===== src/rtl/sevseg_pkg.sv =====
package sevseg_pkg;

  // Request kinds on the input channel
  localparam logic REQ_BYTE = 1'b0;
  localparam logic REQ_TICK = 1'b1;

  // Configuration register indexes
  localparam logic [1:0] CFG_SHOW_CHAR    = 2'd0;
  localparam logic [1:0] CFG_VISIBLE_CHAR = 2'd1;
  localparam logic [1:0] CFG_URGENT_CHAR  = 2'd2;
  localparam logic [1:0] CFG_BLINK_TICKS  = 2'd3;

  // Reset values of the configuration registers
  localparam logic [7:0]  RST_SHOW_CHAR    = 8'd119;
  localparam logic [7:0]  RST_VISIBLE_CHAR = 8'd118;
  localparam logic [7:0]  RST_URGENT_CHAR  = 8'd117;
  localparam logic [15:0] RST_BLINK_TICKS  = 16'd350;

  // ASCII digit range
  localparam logic [7:0] CHAR_ZERO = 8'h30;
  localparam logic [7:0] CHAR_NINE = 8'h39;

  // Segment bits
  localparam logic [7:0] SEG_DP = 8'h02;

  // Display pattern of a decimal digit
  function automatic logic [7:0] seg_pattern(input logic [3:0] digit);
    logic [7:0] pattern;
    case (digit)
      4'd0: pattern = 8'hDD;
      4'd1: pattern = 8'h50;
      4'd2: pattern = 8'hEC;
      4'd3: pattern = 8'hF8;
      4'd4: pattern = 8'h71;
      4'd5: pattern = 8'hB9;
      4'd6: pattern = 8'hBD;
      4'd7: pattern = 8'hD0;
      4'd8: pattern = 8'hFD;
      4'd9: pattern = 8'hF9;
      default: pattern = 8'h00;
    endcase
    return pattern;
  endfunction

  // Fold a four-bit digit code into 0..9
  function automatic logic [3:0] digit_mod10(input logic [3:0] digit);
    return (digit >= 4'd10) ? (digit - 4'd10) : digit;
  endfunction

endpackage


===== src/rtl/serial_seven_segment_scanner_unit.sv =====
// Channel   Direction  Handshake          Payload
// in        in         in_valid/in_ready  req_type, rx_byte
// out       out        out_valid/out_ready segment_lines, digit_select_n, lit
// cfg       in         cfg_write          cfg_index, cfg_data
//
// One item per cycle while no tick waits; a transfer loads the input register and,
// as the item leaves it, updates the state and, for a tick, the result register.
// Bytes give no result; a tick waits in the input register only while the
// result register holds an untaken result and out_ready is low.
// Reset (rst, synchronous) sets valid flags, configuration and display state; no clearing pass.
module serial_seven_segment_scanner_unit #(
  parameter int DIGITS = 4
) (
  input  logic        clk,
  input  logic        rst,
  input  logic        in_valid,
  output logic        in_ready,
  input  logic        req_type,
  input  logic [7:0]  rx_byte,
  output logic        out_valid,
  input  logic        out_ready,
  output logic [7:0]  segment_lines,
  output logic [3:0]  digit_select_n,
  output logic        lit,
  input  logic        cfg_write,
  input  logic [1:0]  cfg_index,
  input  logic [15:0] cfg_data
);

  localparam int CW = $clog2(DIGITS + 1);
  localparam int IW = (DIGITS > 1) ? $clog2(DIGITS) : 1;
  localparam logic [CW-1:0] DIGITS_CW = CW'(DIGITS);

  // Configuration
  logic [7:0]  cmd_show_char;
  logic [7:0]  cmd_visible_char;
  logic [7:0]  cmd_urgent_char;
  logic [15:0] blink_ticks;

  // Input register
  logic       s1_valid;
  logic       s1_type;
  logic [7:0] s1_byte;
  logic       s1_advance;

  // Display state
  logic [3:0]    shown_digits [DIGITS];
  logic [CW-1:0] shown_count;
  logic [3:0]    pending_digits [DIGITS];
  logic [CW-1:0] pending_count;
  logic [9:0]    pending_mask;
  logic [9:0]    visible_mask;
  logic [9:0]    urgent_mask;
  logic          blink_on;
  logic [15:0]   blink_count;
  logic [IW-1:0] scan_index;

  logic [CW-1:0] shown_count_next;
  logic [CW-1:0] pending_count_next;
  logic [9:0]    pending_mask_next;
  logic [9:0]    visible_mask_next;
  logic [9:0]    urgent_mask_next;
  logic          blink_on_next;
  logic [15:0]   blink_count_next;
  logic [IW-1:0] scan_index_next;
  logic          show_commit;
  logic          digit_write;

  // Tick result
  logic [7:0] seg_next;
  logic [3:0] sel_next;
  logic       lit_next;

  logic          is_byte;
  logic          is_tick;
  logic          is_digit;
  logic [3:0]    byte_digit;
  logic [IW-1:0] cur_index;
  logic [CW-1:0] cur_index_ext;
  logic [CW-1:0] inc_index;
  logic [CW-1:0] pos;
  logic [3:0]    cur_digit;
  logic          dot;
  logic [15:0]   blink_inc;

  // Handshake: a byte always drains, a tick needs room in the result register
  assign s1_advance = s1_valid && ((s1_type == sevseg_pkg::REQ_BYTE) || !out_valid || out_ready);
  assign in_ready   = !s1_valid || s1_advance;
  assign is_byte    = s1_advance && (s1_type == sevseg_pkg::REQ_BYTE);
  assign is_tick    = s1_advance && (s1_type == sevseg_pkg::REQ_TICK);

  // Hold configuration
  always_ff @(posedge clk) begin
    if (rst) begin
      cmd_show_char    <= sevseg_pkg::RST_SHOW_CHAR;
      cmd_visible_char <= sevseg_pkg::RST_VISIBLE_CHAR;
      cmd_urgent_char  <= sevseg_pkg::RST_URGENT_CHAR;
      blink_ticks      <= sevseg_pkg::RST_BLINK_TICKS;
    end else if (cfg_write) begin
      case (cfg_index)
        sevseg_pkg::CFG_SHOW_CHAR:    cmd_show_char    <= cfg_data[7:0];
        sevseg_pkg::CFG_VISIBLE_CHAR: cmd_visible_char <= cfg_data[7:0];
        sevseg_pkg::CFG_URGENT_CHAR:  cmd_urgent_char  <= cfg_data[7:0];
        sevseg_pkg::CFG_BLINK_TICKS:  blink_ticks      <= cfg_data;
        default: ;
      endcase
    end
  end

  // Capture input transfers
  always_ff @(posedge clk) begin
    if (rst) begin
      s1_valid <= 1'b0;
    end else if (in_ready) begin
      s1_valid <= in_valid;
    end
  end

  always_ff @(posedge clk) begin
    if (in_ready && in_valid) begin
      s1_type <= req_type;
      s1_byte <= rx_byte;
    end
  end

  // Decode a byte
  assign is_digit   = (s1_byte >= sevseg_pkg::CHAR_ZERO) && (s1_byte <= sevseg_pkg::CHAR_NINE);
  assign byte_digit = s1_byte[3:0];

  // Pick the scanned digit and build its pattern
  assign cur_index     = ({{(CW - IW){1'b0}}, scan_index} >= shown_count) ? '0 : scan_index;
  assign cur_index_ext = {{(CW - IW){1'b0}}, cur_index};
  assign inc_index     = cur_index_ext + CW'(1);
  assign pos           = cur_index_ext + (DIGITS_CW - shown_count);
  assign cur_digit     = sevseg_pkg::digit_mod10(shown_digits[cur_index]);
  assign dot           = visible_mask[cur_digit] || (blink_on && urgent_mask[cur_digit]);
  assign blink_inc     = blink_count + 16'd1;

  always_comb begin
    seg_next = 8'h00;
    sel_next = 4'hF;
    lit_next = 1'b0;
    if (shown_count != '0) begin
      seg_next = sevseg_pkg::seg_pattern(cur_digit) | (dot ? sevseg_pkg::SEG_DP : 8'h00);
      for (int i = 0; i < 4; i++) begin
        if ({{(32 - CW){1'b0}}, pos} == 32'(i)) begin
          sel_next[i] = 1'b0;
        end
      end
      lit_next = 1'b1;
    end
  end

  // Next state for bytes and ticks
  always_comb begin
    shown_count_next   = shown_count;
    pending_count_next = pending_count;
    pending_mask_next  = pending_mask;
    visible_mask_next  = visible_mask;
    urgent_mask_next   = urgent_mask;
    blink_on_next      = blink_on;
    blink_count_next   = blink_count;
    scan_index_next    = scan_index;
    show_commit        = 1'b0;
    digit_write        = 1'b0;
    if (is_byte) begin
      if (s1_byte == cmd_show_char) begin
        show_commit        = 1'b1;
        shown_count_next   = pending_count;
        pending_count_next = '0;
        pending_mask_next  = '0;
      end else if (s1_byte == cmd_visible_char) begin
        visible_mask_next  = pending_mask;
        pending_count_next = '0;
        pending_mask_next  = '0;
      end else if (s1_byte == cmd_urgent_char) begin
        urgent_mask_next   = pending_mask;
        pending_count_next = '0;
        pending_mask_next  = '0;
      end else if (is_digit) begin
        if (pending_count < DIGITS_CW) begin
          digit_write        = 1'b1;
          pending_count_next = pending_count + CW'(1);
        end
        pending_mask_next = pending_mask | (10'd1 << byte_digit);
      end
    end
    if (is_tick) begin
      if (shown_count == '0) begin
        scan_index_next = '0;
      end else begin
        scan_index_next = (inc_index >= shown_count) ? '0 : inc_index[IW-1:0];
      end
      if (blink_inc >= blink_ticks) begin
        blink_count_next = '0;
        blink_on_next    = !blink_on;
      end else begin
        blink_count_next = blink_inc;
      end
    end
  end

  // Update display state
  always_ff @(posedge clk) begin
    if (rst) begin
      for (int i = 0; i < DIGITS; i++) begin
        shown_digits[i] <= 4'd8;
      end
      shown_count   <= DIGITS_CW;
      pending_count <= '0;
      pending_mask  <= '0;
      visible_mask  <= 10'h100;
      urgent_mask   <= '0;
      blink_on      <= 1'b0;
      blink_count   <= '0;
      scan_index    <= '0;
    end else begin
      if (show_commit) begin
        shown_digits <= pending_digits;
      end
      shown_count   <= shown_count_next;
      pending_count <= pending_count_next;
      pending_mask  <= pending_mask_next;
      visible_mask  <= visible_mask_next;
      urgent_mask   <= urgent_mask_next;
      blink_on      <= blink_on_next;
      blink_count   <= blink_count_next;
      scan_index    <= scan_index_next;
    end
  end

  // Store pending digits; entries above the fill count are never read
  always_ff @(posedge clk) begin
    if (digit_write) begin
      pending_digits[pending_count[IW-1:0]] <= byte_digit;
    end
  end

  // Result register
  always_ff @(posedge clk) begin
    if (rst) begin
      out_valid <= 1'b0;
    end else if (is_tick) begin
      out_valid <= 1'b1;
    end else if (out_ready) begin
      out_valid <= 1'b0;
    end
  end

  always_ff @(posedge clk) begin
    if (is_tick) begin
      segment_lines  <= seg_next;
      digit_select_n <= sel_next;
      lit            <= lit_next;
    end
  end

endmodule


===== config.mk =====
export PLATFORM = sky130hd
export DESIGN_NAME = serial_seven_segment_scanner_unit
export DESIGN_NICKNAME = d
export VERILOG_FILES = /design/src/rtl/sevseg_pkg.sv /design/src/rtl/serial_seven_segment_scanner_unit.sv
export SDC_FILE = /design/constraint.sdc
export NUM_CORES = 1
export LEC_CHECK = 0
export ABC_CLOCK_PERIOD_IN_PS = 3700
export BUFFER_PORTS_ARGS = -buffer_cell sky130_fd_sc_hd__buf_2
export CORE_ASPECT_RATIO = 0.7
export CORE_MARGIN = 2
export CORE_UTILIZATION = 31
export DETAILED_ROUTE_END_ITERATION = 8
export GPL_TIMING_DRIVEN = 0
export SYNTH_ARGS = -nofsm -noshare
export SYNTH_HDL_FRONTEND = slang
export SYNTH_SLANG_ARGS = --single-unit

===== constraint.sdc =====
create_clock -name clk -period 3.7 [get_ports clk]
set_clock_uncertainty 0.05 [all_clocks]
set_input_delay 0 -clock clk [delete_from_list [all_inputs] [get_ports clk]]
set_output_delay 0 -clock clk [all_outputs]
set_load 0.01 [all_outputs]

==> impl_metrics.csv <==
group,metric,value,unit
outcome,status,"finished clean",
setup_path,cp_max_fo,10,
drt,wirelength_met1,9970,um
drt,avgRoutedWirePerCell,15.3,um
clock_network,cts_buffers,17,
min_path,min_to,"cmd_urgent_char[1]",
cells_and_area,fillers,2333,
sta,slew-limit-headroom,0.455,
synth,postSynthCellCount,770,
die,die_area,25000,um2
die,num_rows,47,
synth,synth_flop_cell,"dfxtp_1",
grt,track_usage,0.150,
cells_and_area,area_delta_synth_final,21.5,%
power,p_int,2.84,mW
die,core_area,23500,um2
clock_network,clock_latency,0.43,ns
sta,post-route-min-period,3.41,ns
clock_network,clock-sinks,151,
power,p_per_area,421,nW/um2
sta,tightest_slew,0.816,ns
cells_and_area,finalNetCount,934,
placed_design,dp_hpwl,13200,um
clock_network,cts_buffer_depth,2,
sta,tns,0,ns
setup_path,rr_worst_depth,15,
clock_network,htreeDepth,4,
synth,ys_warn_count,0,
power,swShare,0.245,
sta,finalCritPeriodShare,0.920,
clock_network,clkSlewWorstSetupHoldPaths,0.07,ns
setup_path,start_kind,"register",
placed_design,port_buffers,45,
cells_and_area,layout.cells.non_filler,1198,
sta,max_freq,294,MHz
placed_design,gp_congestion,0.836,
power,combPwrFrac,0.066,
sta,hold_viol,0,
min_path,min_from,"cfg_write",
sta,final-max-slew-violation-count,0,
setup_path,reg2reg_from,"scan_index[0]",
clock_network,clock-root-buffer,"clkbuf_16",
drt,drtIter0Drc,424,
power,p_seq_frac,0.464,
setup_path,rr_endpoint,"segment_lines[2]",
synth,syn-num-nets,837,
synth,synth.avg_cell_area,9.56,um2
drt,top_layer_used,"met4",
grt,grt_pass1_wl,29100,um
synth,synthArstFlopShare,0,
grt,antenna_found_initial,0,
synth,synthDistinctLibCells,68,
cells_and_area,drive_gt1_frac,0.148,
drt,dr.pass1.iters,5,
power,switchingPower,0.921,mW
sta,rsz0062_at_grt,"false",
power,finalPower,3.76,mW
min_path,whs_path_depth,5,
grt,grt_pass1_vias,5315,
run,cap_viol_max_count,0,
setup_path,rrSetupSlack,0.29,ns
drt,routed_wl,18400,um
clock_network,cts_tree,"built",
power,clkPwrFrac,0.470,
power,ir_drop,0.276,mV
setup_path,critPathArrivalTime,3.52,ns
placed_design,postPlaceCellArea,7990,um2
min_path,hold_path.class,"in2reg",
synth,ys_ff_latch,151,
drt,wl_met2,7280,um
synth,syn-cell-area,7360,um2
grt,grt_max_degree,20,
sta,worst_slack,0.294,ns
die,start_util,0.314,
placed_design,dp_slack,-0.0338,ns
drt,ant_nets,0,
setup_path,critPathCaptureType,"register",
setup_path,crit_type,"reg2reg",
drt,viasPerCell,4.75,
die,die_h,133,um
cells_and_area,finalInstanceArea,8940,um2
sta,setup_viol,0,
die,io_pins,47,
drt,dr_total_vias,5694,
synth,synth_edf_count,38,
grt,grt-ovfl-total,0,
synth,synth_seq_area_share,0.462,
power,power_leakage,3.38,nW
placed_design,placed_cells,1133,
drt,drc,0,
drt,wl_met3,957,um
cells_and_area,antenna_cells,0,
setup_path,cp.required,3.81,ns
die,die_x,188,um
==> synthesized netlist by cell type (all sizes together), types with 4 or more instances <==
master	n	area, um2
nor2b	15	96.3
a21oi	44	228
and3	5	31.3
nor2	83	322
dfxtp	113	2260
a21o	8	60.1
mux2i	48	480
a211oi	6	50.1
ha	34	425
xnor2	9	78.8
a31oi	15	109
clkbuf	25	93.8
nand3b	15	113
xor2	30	263
a211o	18	158
or2	4	25.0
nand2	96	365
nor4	7	43.8
a22oi	4	30.0
edfxtp	38	1140
inv	34	128
and2	6	37.5
buf	15	97.6
nand3	28	163
o21ai	17	96.3
nor3b	5	48.8
nand4	5	31.3
nor3	10	50.1
==> placed cells by master, fill, tap and decap left out, types with 15 or more instances in the layout <==
master,instances
nand2_1,94
inv_1,33
edfxtp_1,38
dfxtp_1,111
a21oi_1,42
nand3_1,24
buf_2,52
nor2_1,80
nand3b_1,15
clkbuf_1,26
xor2_1,30
ha_1,33
mux2i_1,48
dlygate4sd3_1,30
clkbuf_16,17
a211o_1,18
==> worst max-delay path by stage <==
stage	startpoint	endpoint	slack (ns)
final	scan_index[0]	segment_lines[2]	0.29
after detailed placement	blink_count[0]	blink_count[6]	-0.03
after CTS	blink_count[0]	blink_count[2]	0.08
after global placement	blink_count[0]	blink_count[6]	0.05
after global routing	blink_count[2]	blink_count[10]	0.01
after floorplan	blink_count[0]	blink_count[6]	0.59
==> sequential cells by signal (all words and copies together) (netlist names), 4 cells and up <==
| signal | count |
|---|---|
| blink_count | 16 |
| blink_ticks | 16 |
| pending_digits | 16 |
| shown_digits | 16 |
| pending_mask | 10 |
| urgent_mask | 10 |
| visible_mask | 10 |
| cmd_show_char | 8 |
| cmd_urgent_char | 8 |
| cmd_visible_char | 8 |
| s1_byte | 8 |
| segment_lines | 8 |
| digit_select_n | 4 |
==> worst max-delay path, stage by stage, from the launching register on <==
cell      delay [ns]
dfxtp_1         0.31
buf_4           0.15
buf_6           0.15
inv_1           0.05
ha_1            0.31
nor3b_4         0.32
nor2_1          0.12
o22ai_1         0.37
nand2_2         0.21
o21bai_2        0.36
inv_1           0.14
ha_1            0.22
nor2_1          0.10
a211oi_1        0.06
a21oi_1         0.16
nor2_1          0.06
==> cell type report <==
type                       count  area [um2]  area share
timing repair buffer          78         548      0.0613
clock buffer                  18         429      0.0480
tap                          318         398      0.0445
sequential                   151        3410       0.381
buffer                        40         204      0.0228
inverter                      34         128      0.0143
multi-input combinational    545        3660       0.409
clock inverter                14         170      0.0190
==> per-layer routing <==
metal / track usage / up-vias
li1: - / 2879
met1: 0.235 / 2667
met2: 0.203 / 134
met3: 0.0355 / 14
met4: 0.0367 / 0
met5: 0 / -
==> timing repair <==
item | in CTS | in global routing
pin swaps | 0 | 1
setup buffers | 2 | 1
setup endpoints to repair | 9 | 17
hold buffers | 30 | 0
hold endpoints to repair | 52 | 0
resized for setup | 0 | 13
cloned | 0 | 0
==> cells by family (layout without fill, tap and decap cells) <==
kind of cell | count (synthesis) | in the layout | synth area share
mux | 51 | 51 | 0.0699
compound gates | 132 | 132 | 0.128
flops | 151 | 151 | 0.462
buf+inv | 74 | 184 | 0.0433
fa+ha+maj | 35 | 35 | 0.0605
simple gates | 288 | 288 | 0.189
xor+xnor | 39 | 39 | 0.0464
==> through the flow <==
| stage | hold slack (ns) | util |
|---|---|---|
| after floorplan | 0.0489 | - |
| after global placement | 0.127 | 0.340 |
| after detailed placement | 0.128 | 0.340 |
| after CTS | 0.0378 | 0.379 |
| after global routing | 0.108 | 0.381 |
| final | 0.0528 | 0.381 |
==> power by group through the flow <==
stage               Clock [mW]  Combinational [mW]  Sequential [mW]
finish                    1.77               0.246             1.75
global route              1.87               0.276             1.75
floorplan                    0               0.143             1.78
CTS                       1.79               0.244             1.75
global placement             0               0.214             1.78
detailed placement           0               0.216             1.78
No activity file was read; power rests on OpenSTA's default activity.
